**config.mk**
```make
export PLATFORM = sky130hd
export DESIGN_NAME = tlsp_ctrl
export DESIGN_NICKNAME = d
export VERILOG_FILES = /design/src/hdl/tlsp_pkg.sv /design/src/hdl/tlsp_ctrl.sv
export SDC_FILE = /design/constraint.sdc
export NUM_CORES = 1
export LEC_CHECK = 0
export BUFFER_PORTS_ARGS = -buffer_cell sky130_fd_sc_hd__buf_4
export CELL_PAD_IN_SITES_DETAIL_PLACEMENT = 0
export CELL_PAD_IN_SITES_GLOBAL_PLACEMENT = 1
export CORE_UTILIZATION = 35
export CTS_BUF_LIST = sky130_fd_sc_hd__clkbuf_2
export CTS_CLUSTER_DIAMETER = 40
export CTS_CLUSTER_SIZE = 8
export DETAILED_ROUTE_END_ITERATION = 8
export PLACE_DENSITY_LB_ADDON = 0.1
export SETUP_SLACK_MARGIN = 0.05
export SLEW_MARGIN = 20
export SYNTH_ARGS = -nofsm -noshare
export SYNTH_HDL_FRONTEND = slang
export SYNTH_SLANG_ARGS = --single-unit
```
**constraint.sdc**
```tcl
create_clock -name aclk -period 4 [get_ports aclk]
set_input_delay 0.2 -clock aclk [delete_from_list [all_inputs] [get_ports aclk]]
set_output_delay 0.2 -clock aclk [all_outputs]
set_load 0.05 [all_outputs]
```
**src/hdl/tlsp_pkg.sv**
```systemverilog
// Shared constants, codes and controller/datapath interface types of the shortest-path engine.
`timescale 1ns / 1ps
package tlsp_pkg;

    localparam int DEF_MAX_NODES   = 256;
    localparam int DEF_MAX_EDGES   = 1024;
    localparam int DEF_HEAP_DEPTH  = 2048;
    localparam int DEF_WEIGHT_BITS = 20;

    localparam int DIST_W     = 40;
    localparam int NODE_FW    = 8;
    localparam int WEIGHT_FW  = 20;
    localparam int CMD_W      = 3;
    localparam int STATUS_W   = 2;
    localparam int CFG_IDX_W  = 1;
    localparam int CFG_DATA_W = 9;
    localparam int CMP_W      = 13;
    localparam int IN_DATA_W  = 40;
    localparam int OUT_DATA_W = 88;
    localparam int ST_W       = 5;
    localparam int RET_W      = 2;

    localparam logic [CMD_W-1:0] CMD_ADD_EDGE = 3'd0;
    localparam logic [CMD_W-1:0] CMD_MARK     = 3'd1;
    localparam logic [CMD_W-1:0] CMD_RUN      = 3'd2;
    localparam logic [CMD_W-1:0] CMD_READ     = 3'd3;
    localparam logic [CMD_W-1:0] CMD_CLEAR    = 3'd4;

    localparam logic [STATUS_W-1:0] STAT_OK       = 2'd0;
    localparam logic [STATUS_W-1:0] STAT_HEAP_OVF = 2'd1;
    localparam logic [STATUS_W-1:0] STAT_EDGE_FULL = 2'd2;
    localparam logic [STATUS_W-1:0] STAT_RANGE    = 2'd3;

    localparam logic [CFG_IDX_W-1:0] REG_NODE_COUNT  = 1'd0;
    localparam logic [CFG_IDX_W-1:0] REG_SOURCE_NODE = 1'd1;

    localparam logic [ST_W-1:0] ST_INIT  = 5'd0;
    localparam logic [ST_W-1:0] ST_IDLE  = 5'd1;
    localparam logic [ST_W-1:0] ST_DEC   = 5'd2;
    localparam logic [ST_W-1:0] ST_RDW   = 5'd3;
    localparam logic [ST_W-1:0] ST_CLR   = 5'd4;
    localparam logic [ST_W-1:0] ST_RCLR  = 5'd5;
    localparam logic [ST_W-1:0] ST_RSRD  = 5'd6;
    localparam logic [ST_W-1:0] ST_RSSET = 5'd7;
    localparam logic [ST_W-1:0] ST_PUS   = 5'd8;
    localparam logic [ST_W-1:0] ST_PUC   = 5'd9;
    localparam logic [ST_W-1:0] ST_PUF   = 5'd10;
    localparam logic [ST_W-1:0] ST_POPC  = 5'd11;
    localparam logic [ST_W-1:0] ST_POPT  = 5'd12;
    localparam logic [ST_W-1:0] ST_POPL  = 5'd13;
    localparam logic [ST_W-1:0] ST_SDS   = 5'd14;
    localparam logic [ST_W-1:0] ST_SDL   = 5'd15;
    localparam logic [ST_W-1:0] ST_SDR   = 5'd16;
    localparam logic [ST_W-1:0] ST_PROC  = 5'd17;
    localparam logic [ST_W-1:0] ST_PRCHK = 5'd18;
    localparam logic [ST_W-1:0] ST_EDGE  = 5'd19;
    localparam logic [ST_W-1:0] ST_EDCHK = 5'd20;
    localparam logic [ST_W-1:0] ST_RBRD  = 5'd21;
    localparam logic [ST_W-1:0] ST_RWRD  = 5'd22;
    localparam logic [ST_W-1:0] ST_RXC   = 5'd23;
    localparam logic [ST_W-1:0] ST_RESP  = 5'd24;

    localparam logic [RET_W-1:0] RET_POP  = 2'd0;
    localparam logic [RET_W-1:0] RET_RW   = 2'd1;
    localparam logic [RET_W-1:0] RET_EDGE = 2'd2;

    typedef struct packed {
        logic [ST_W-1:0] op;
        logic            load_in;
    } ctl_cmd_t;

    typedef struct packed {
        logic [CMD_W-1:0] in_cmd;
        logic a_ok;
        logic src_ok;
        logic sweep_last;
        logic heap_full;
        logic size_zero;
        logic size_one;
        logic pu_less;
        logic p_zero;
        logic l_in;
        logic r_in;
        logic sd_move;
        logic stale;
        logic k_done;
        logic edge_hit;
        logic boost;
        logic improve;
        logic out_free;
    } dp_status_t;

endpackage

```
**src/hdl/tlsp_ctrl.sv**
```systemverilog
// Sequencer state machine of the shortest-path engine.
`timescale 1ns / 1ps
module tlsp_ctrl (
    input  logic                  aclk,
    input  logic                  aresetn,
    input  logic                  s_tvalid,
    output logic                  s_tready,
    input  tlsp_pkg::dp_status_t  stat,
    output tlsp_pkg::ctl_cmd_t    cmd
);
    import tlsp_pkg::*;

    logic [ST_W-1:0]  state_reg, state_next;
    logic [RET_W-1:0] ret_reg, ret_next;
    logic [ST_W-1:0]  ret_state;

    always_comb begin
        case (ret_reg)
            RET_POP:  ret_state = ST_POPC;
            RET_RW:   ret_state = ST_RWRD;
            RET_EDGE: ret_state = ST_EDGE;
            default:  ret_state = ST_POPC;
        endcase
    end

    always_comb begin
        state_next = state_reg;
        ret_next   = ret_reg;
        case (state_reg)
            ST_INIT:  if (stat.sweep_last) state_next = ST_IDLE;
            ST_IDLE:  if (s_tvalid) state_next = ST_DEC;
            ST_DEC: begin
                case (stat.in_cmd)
                    CMD_ADD_EDGE: state_next = ST_RESP;
                    CMD_MARK:     state_next = ST_RESP;
                    CMD_RUN:      state_next = ST_RCLR;
                    CMD_READ:     state_next = stat.a_ok ? ST_RDW : ST_RESP;
                    CMD_CLEAR:    state_next = ST_CLR;
                    default:      state_next = ST_IDLE;
                endcase
            end
            ST_RDW:   state_next = ST_RESP;
            ST_CLR:   if (stat.sweep_last) state_next = ST_RESP;
            ST_RCLR: begin
                if (stat.sweep_last) state_next = stat.src_ok ? ST_RSRD : ST_RESP;
            end
            ST_RSRD:  state_next = ST_RSSET;
            ST_RSSET: begin
                ret_next   = RET_POP;
                state_next = ST_PUS;
            end
            ST_PUS: begin
                if (stat.heap_full || stat.size_zero) state_next = ret_state;
                else state_next = ST_PUC;
            end
            ST_PUC: begin
                if (stat.pu_less) state_next = stat.p_zero ? ST_PUF : ST_PUC;
                else state_next = ret_state;
            end
            ST_PUF:   state_next = ret_state;
            ST_POPC:  state_next = stat.size_zero ? ST_RESP : ST_POPT;
            ST_POPT:  state_next = stat.size_one ? ST_PROC : ST_POPL;
            ST_POPL:  state_next = ST_SDS;
            ST_SDS:   state_next = stat.l_in ? ST_SDL : ST_PROC;
            ST_SDL: begin
                if (stat.r_in) state_next = ST_SDR;
                else state_next = stat.sd_move ? ST_SDS : ST_PROC;
            end
            ST_SDR:   state_next = stat.sd_move ? ST_SDS : ST_PROC;
            ST_PROC:  state_next = ST_PRCHK;
            ST_PRCHK: state_next = stat.stale ? ST_POPC : ST_EDGE;
            ST_EDGE:  state_next = stat.k_done ? ST_POPC : ST_EDCHK;
            ST_EDCHK: begin
                if (!stat.edge_hit) state_next = ST_EDGE;
                else state_next = stat.boost ? ST_RBRD : ST_RWRD;
            end
            ST_RBRD: begin
                ret_next   = RET_RW;
                state_next = ST_RXC;
            end
            ST_RWRD: begin
                ret_next   = RET_EDGE;
                state_next = ST_RXC;
            end
            ST_RXC:   state_next = stat.improve ? ST_PUS : ret_state;
            ST_RESP:  if (stat.out_free) state_next = ST_IDLE;
            default:  state_next = ST_IDLE;
        endcase
    end

    always_ff @(posedge aclk) begin
        if (!aresetn) begin
            state_reg <= ST_INIT;
            ret_reg   <= RET_POP;
        end else begin
            state_reg <= state_next;
            ret_reg   <= ret_next;
        end
    end

    assign s_tready    = (state_reg == ST_IDLE);
    assign cmd.op      = state_reg;
    assign cmd.load_in = (state_reg == ST_IDLE) && s_tvalid;

endmodule

```
## After elaboration in Yosys (flattened, before gate mapping)

Index checks and enable logic that the tools add are counted.

| storage, ports and cells | value |
|---|---|
| register bits after elaboration | 7 |
| output and inout port bits | 7 |
| word-level logic and storage cells | 69 |

| cells by class | value |
|---|---|
| equality and inequality tests | 35 |
| multiplexer cells | 24 |
| reduce and logical (&&, ||, !) cells | 8 |

Operators by type and width:

| operator | count |
|---|---|
| one-hot mux 5 bit (24 select lines) | 1 |
| 2-to-1 mux 5 bit | 17 |
| equality test 5 bit (second input constant) | 9 |
| equality test 5 x 4 -> 1 bit (second input constant) | 8 |
| equality test 5 x 3 -> 1 bit (second input constant) | 4 |
| one-hot mux 5 bit (4 select lines) | 1 |
| equality test 5 x 2 -> 1 bit (second input constant) | 2 |
| inequality test 2 bit (second input constant) | 5 |
| one-hot mux 5 bit (2 select lines) | 1 |
| equality test 3 x 2 -> 1 bit (second input constant) | 2 |
| one-hot mux 2 bit (3 select lines) | 1 |
| equality test 5 x 1 -> 1 bit (second input constant) | 1 |
| zero test 5 bit | 1 |
| AND reduction 5 bit | 1 |
| 2-to-1 mux 2 bit | 2 |
| OR reduction 2 bit | 2 |
| equality test 3 x 1 -> 1 bit (second input constant) | 1 |
| equality test 3 bit (second input constant) | 1 |
| zero test 3 bit | 1 |
| 2-to-1 mux 3 bit | 1 |
| nonzero test 3 bit | 1 |
| equality test 2 x 1 -> 1 bit (second input constant) | 1 |
| equality test 2 bit (second input constant) | 1 |
| logical AND 1 bit | 1 |
| logical OR 1 bit | 1 |

## Logic depth before layout (Yosys ltp)

Gate-level depths: netlist of run 1.

| depth | value |
|---|---|
| word-level depth | 4 |
| gate-level depth with buffers | 7 |
| mapped depth without buffers | 7 |

## Least setup slack after synthesis of run 1

Ideal clock, no wire load.

| path | value |
|---|---|
| path type | reg2out |
| start | register state_reg[0] |
| end | output cmd[0] (netlist bit) |
| arrival time | 3,190 ps |
| required time | 3,800 ps |
| setup slack | 610 ps |
| stages on the path, launching flop included | 5 |
| path buffers | 1 |
| cell sequence | dfxtp_1 > buf_6 > inv_1 > nor4_1 > and2_1 |

RTL lines:

| item | RTL line | source |
|---|---|---|
| start, declared | tlsp_ctrl.sv:13 | `logic [ST_W-1:0] state_reg, state_next;` |
| start signal, assigned | tlsp_ctrl.sv:96 | `state_reg <= state_next;` |
| end, declared | tlsp_ctrl.sv:9 | `output tlsp_pkg::ctl_cmd_t cmd` |

==> results of run 1 <==
[layout make-up]
type	instances	area (um2)	area share, %
clock buffer	4	20.0	1.49
inverter	5	18.8	1.40
multi-input combinational	133	893	66.4
sequential	7	140	10.4
tap	44	55.1	4.09
timing repair buffer	29	218	16.2
[layout by cell type, fill, tap and decap left out, types with 3 or more instances in the layout]
cell      instances
buf_4            29
nor2b_1          10
nand2_1          10
o21ai_0           8
nor3_1            7
nand3_1           7
dfxtp_1           7
nor2_1            6
a21oi_1           6
o21ai_1           6
inv_1             5
a22oi_1           5
a31oi_1           5
nand2b_1          4
o211ai_1          4
clkbuf_2          4
nor4_1            3
and2_1            3
nand3b_1          3
and3b_1           3
nor3b_1           3
nand4_1           3
[how the worst max path moves through the flow]
stage	from	to	slack, ns
after global placement	state_reg[1]	state_reg[4]	1.77
after floorplan	state_reg[0]	cmd[0]	0.61
after detailed placement	state_reg[1]	state_reg[4]	1.75
after CTS	state_reg[0]	cmd[0]	1.65
after global routing	state_reg[0]	cmd[0]	1.41
final	state_reg[0]	cmd[0]	1.62
[power groups by stage]
| stage | clock [mW] | sequential [mW] | combinational [mW] |
|---|---|---|---|
| global placement | 0 | 0.0810 | 0.0612 |
| finish | 0.0562 | 0.0797 | 0.0614 |
| floorplan | 0 | 0.0783 | 0.0348 |
| global route | 0.0613 | 0.0806 | 0.0669 |
| detailed placement | 0 | 0.0811 | 0.0611 |
| CTS | 0.0568 | 0.0794 | 0.0613 |
[layer usage]
metal	up-vias	global-route usage, %	part of all wire, %
li1	632	-	-
met1	624	30.8	47
met2	39	37.2	47
met3	2	1.53	4.1
met4	0	4.76	0.94
met5	-	0	0
[Yosys cell counts (4+ instances only)]
cell	n	area, um2
nand2_1	10	37.5
a31oi_1	5	31.3
nand2b_1	4	25.0
inv_1	5	18.8
o211ai_1	4	30.0
nand3_1	7	35.0
nor3_1	7	35.0
a22oi_1	5	37.5
nor2_1	6	22.5
dfxtp_1	7	140
buf_6	5	56.3
o21ai_0	8	40.0
nor2b_1	10	62.6
o21ai_1	6	30.0
a21oi_1	6	30.0
[worst register-to-register path, delay by kind of cell (launching register included)]
kind / cells / cell delay [ns]
compound gates: 3 / 0.79
flops: 1 / 0.97
simple gates: 2 / 0.49
[cell families after synthesis]
logic type | Yosys count | synth area share, %
AOI/OAI and AO/OA | 50 | 29.6
xor gates and xnor gates | 2 | 1.53
adders and majority gates | 2 | 2.18
buffers and inverters | 16 | 9.82
DFF | 7 | 12.2
muxes | 2 | 1.75
and+or+nand+nor | 77 | 42.9
==> out/results.txt, run 1 <==
Outcome - complete, no violations
CP top delay family - flip-flops
Area Growth Syn to Fin - 17.4%
Hold_sp - aresetn
CTS H-Tree Depth - 1
CP startpoint kind - register
Skew final - 0.00786 ns
Vias in the first global route - 1239
Hold path cells - 2
Setup WS pre-CTS - 1.75 ns
Comb pwr share - 31.1%
CTS tree - done
Rows - 20
Final TNS setup - 0 ns
ANT cells - 0
Clk buf depth - 2
Register share of total power - 40.4%
Post-synth EDFFs - 0
PwrDens - 147 nW/um2
Synth Register Bits - 7
Core Util, Final - 43.7%
DR iter-0 viols - 57
Worst slew pin tran - 1.01 ns
Max Cap Violations - 0
Setup repair after global routing missed its margin - false
RR Endpoint - state_reg[1]
Drt first pass iters - 4
Total stage count of the critical path - 4
Hold WC Path Type - in2reg
CP max stage cell - dfxtp_1
Total die area - 3510 um2
Routed vias/inst - 5.84
CTS Hold Bufs - 0
# DRC - 0
CP Buf/Inv Count - 2
Filler cell count - 336
Max FO, Critical Path - 26
Crit end category - output port
RePlAce Congestion - 0.844
Drt wl/cell - 16.3 um
Clock power frac - 28.5%
Hold endpoint - ret_reg[1]
Synth warn - 0
Max Clock Freq - 0.421 GHz
Post-placement cell count - 218
First-pass GRT wire length - 6.03 mm
Antenna Nets Post-Route - 0
# setup viols final - 0
Final hold vios - 0
Initial antenna violation count - 0
Internal - 0.127 mW
FFs w/ async S/R, synth - 0%
Clock sinks - 7
Syn nets - 181
Post-DP Area - 1330 um2
Switching share of total power - 35.7%
Post-CTS Setup Bufs - 0
Max Slew Vio Count - 0
Worst-case hold slack - 0.223 ns
Sw power - 0.0704 mW
Total Nets Final - 204
Routed WL - 3.62 mm
Io pins - 30
Critical Path, Cell by Cell - inv_1 > nor4_1 > and2_1 > buf_4
Number of flip-flops in the largest register - 5
Routed vias - 1297
Height of the die - 59.2 um
Mean Syn Cell Area - 7.35 um2
Remaining global-route overflow - 0
Worst r2r src - state_reg[0]
WP data required - 3.80 ns
Critical path class - reg2out
Clk_lat worst skew - 0.24 ns
Post-route clock period utilization - 59.4%
Signal arrival time at the worst endpoint - 2.18 ns
Initial Util - 37.2%
Final critical-path required period - 2.38 ns
Post-Synthesis Cells - 156
Final std cells w/o fill - 222
Relative slew slack - 32.4%
R2R depth - 5
Post-synthesis sequential area ratio - 12.2%
Largest net degree at the start of global routing - 30
Setup WS post-layout - 1.62 ns
I/O Buffers - 29
CTS Buf Count - 3
Core box area - 3080 um2
Total Power - 0.197 mW
Clock transition at path regs - 0.09 ns
Reg2reg setup slack - 1.71 ns
Die W - 59.2 um
Share of cells above drive strength 1 - 24.2%
Synth Cell Area - 1150 um2
Final Instance Area - 1350 um2
PostCTS Resize Cnt - 0
Ys flop type - dfxtp_1
Peak VDD IR - 0.108 mV
GRT Util Overall - 22.2%
Clock root buffer - clkbuf_2
Leak pwr - 0.521 nW
Detailed Place HPWL - 2.60 mm
Crit-path max cell delay - 0.97 ns
Netlist cell types - 54
Power figures use the tool's default switching activity.
==> inputs of run 2 (changes only) <==
clock period = 2.26 ns   (was 4 ns; I/O delays follow)
==> run 2 against run 1 <==
Routed wire length grew 4.3%. Sequential cell count is the same. Cell area grew 5.8%. Combinational power grew 92%. Clock skew grew 0.0040 ns. Worst setup slack lost 1.3 ns. Critical path depth grew 2. Critical path type is now reg2reg.
==> out/results.txt, run 2 (synthesized netlist as in run 1, its figures left out) <==
Outcome - complete, no violations
Detailed Place HPWL - 2.87 mm (+10%)
Io pins - 30 (unchanged)
Antenna Nets Post-Route - 0 (unchanged)
I/O Buffers - 29 (unchanged)
Rows - 20 (unchanged)
Clk_lat worst skew - 0.25 ns (about the same)
Die W - 59.2 um (unchanged)
Hold WC Path Type - in2reg
CP startpoint kind - register
Max Slew Vio Count - 0 (unchanged)
Share of cells above drive strength 1 - 29.0% (+4.9 points)
Critical path class - reg2reg
Crit end category - register
Comb pwr share - 33.3% (+2.2 points)
Clk buf depth - 2 (unchanged)
DR top layer - met4
PwrDens - 250 nW/um2 (+70%)
Max Cap Violations - 0 (unchanged)
Height of the die - 59.2 um (unchanged)
Remaining global-route overflow - 0 (unchanged)
Switching share of total power - 35.6% (-0.063 points)
WP data required - 2.38 ns (-1.42 ns)
Reg area - 141 um2 (+0.89%)
Drt first pass iters - 4 (unchanged)
Final hold vios - 0 (unchanged)
Max Clock Freq - 0.505 GHz
Routed vias/inst - 5.82 (-0.43%)
Peak VDD IR - 0.145 mV (+34%)
Core Util, Final - 46.2% (+2.5 points)
Initial Util - 37.2% (unchanged)
Total Nets Final - 212 (+3.9%)
ANT cells - 0 (unchanged)
Max FO, Critical Path - 21 (-19%)
Filler cell count - 345 (+2.7%)
Total die area - 3510 um2 (unchanged)
CTS Buf Count - 3 (unchanged)
Number of flip-flops in the largest register - 5 (unchanged)
Relative slew slack - 54.5% (+22 points)
Setup crit end - state_reg[0]
Clock root buffer - clkbuf_2
DR iter-0 viols - 85 (+49%)
R2R depth - 6 (+1)
Worst r2r src - state_reg[3]
Area of the multi-input gates - 910 um2 (+1.8%)
CTS tree - done
GRT Util Overall - 23.1% (+0.99 points)
CTS H-Tree Depth - 1 (unchanged)
Routed vias - 1338 (+3.2%)
Clock power frac - 28.1% (-0.4 points)
Metal1 wirelength - 1.91 mm (+11%)
CTS Hold Bufs - 0 (unchanged)
Final critical-path required period - 1.98 ns
Worst slew pin tran - 0.682 ns (-0.331 ns)
Clock sinks - 7 (unchanged)
Post-route clock period utilization - 87.6%
Most frequent cells in the layout - buf_4, nor2b_1, nand2_1
Met2 wire len - 1.72 mm (about the same)
Signal arrival time at the worst endpoint - 2.10 ns (-0.08 ns)
Leak pwr - 0.569 nW (+9.1%)
Register share of total power - 38.6% (-1.8 points)
Commonest non-fill, non-tap cell in the layout - buf_4
RR Endpoint - state_reg[0]
Vias in the first global route - 1259 (+1.6%)
Sw power - 0.127 mW (+80%)
RePlAce Congestion - 0.845 (+0.11%)
Drt wl/cell - 16.4 um (+0.71%)
Core box area - 3080 um2 (unchanged)
Largest net degree at the start of global routing - 23 (-23%)
CP Launch Point - state_reg[3]
Final TNS setup - 0 ns (unchanged)
First-pass GRT wire length - 6.11 mm (+1.3%)
Area Growth Syn to Fin - 24.1%
WL met3 - 142 um (-5.3%)
Reg2reg setup slack - 0.28 ns (-1.43 ns)
# DRC - 0 (unchanged)
Internal - 0.229 mW (+80%)
# setup viols final - 0 (unchanged)
Clock transition at path regs - 0.09 ns (about the same)
Skew final - 0.0119 ns (+0.00404 ns)
Initial antenna violation count - 0 (unchanged)
Setup repair after global routing missed its margin - false
Routed WL - 3.78 mm (+4.3%)
## run 2: cell types whose count changed in the layout (fill, tap and decap cells not counted)
cell	delta
and2_1	-1
nor4_1	-1
nor4_4	+1
and2_2	+1
dfxtp_1	-1
buf_4	+8
dfxtp_2	+1
## run 2: final cells by class
type,instances,area share [%]
Inverter,5,1.32
Sequential cell,7,9.94
Clock buffer,4,1.41
Tap cell,44,3.87
Timing Repair Buffer,37,19.5
Multi-Input combinational cell,133,63.9
## run 2: layer usage
metal,global-route usage (%),up-vias
met5,0,-
met4,5.10,0
met3,3.49,2
met2,36.3,31
met1,33.2,653
li1,-,652
## run 2: critical path: stages (launching register included)
cell and delay (ns):
dfxtp_1 0.77, buf_4 0.28, a21oi_1 0.06, a22oi_1 0.21, and2_1 0.21, nor3b_1 0.23
a21oi_1 0.09
## run 2: stage by stage
stage               cell area (um2)  setup WS (ns)  total power [mW]  hold slack, ns  cells
floorplan                      1160         0.0845             0.202           0.229    156
global placement               1400          0.249             0.256           0.380    226
detailed placement             1400          0.221             0.257           0.380    226
CTS                            1420          0.218             0.359           0.124    230
global route                   1420          0.105             0.381           0.105    230
finish                         1420          0.281             0.356           0.133    230
## run 2: how the worst min path moves through the flow
| stage | from | endpoint | depth (start not counted) | slack (ns) |
|---|---|---|---|---|
| 2_1_floorplan | aresetn | state_reg[0] | 2 | 0.23 |
| 3_3_place_gp | aresetn | ret_reg[1] | 2 | 0.38 |
| 3_5_place_dp | aresetn | ret_reg[1] | 2 | 0.38 |
| 4_1_cts | aresetn | ret_reg[1] | 2 | 0.12 |
| 5_1_grt | aresetn | ret_reg[1] | 2 | 0.10 |
| 6_report | aresetn | state_reg[0] | 3 | 0.13 |
## run 2: power groups by stage
stage / clock network (mW) / registers, mW / logic [mW]
2_1_floorplan: 0 / 0.139 / 0.0637
3_3_place_gp: 0 / 0.139 / 0.117
3_5_place_dp: 0 / 0.139 / 0.118
4_1_cts: 0.103 / 0.137 / 0.119
5_1_grt: 0.115 / 0.138 / 0.128
6_report: 0.0999 / 0.137 / 0.118
## run 2: timing repair
item	in CTS	in global routing
endpoints found under the setup margin	0	1
setup buffers	0	0
gates resized for setup	0	1
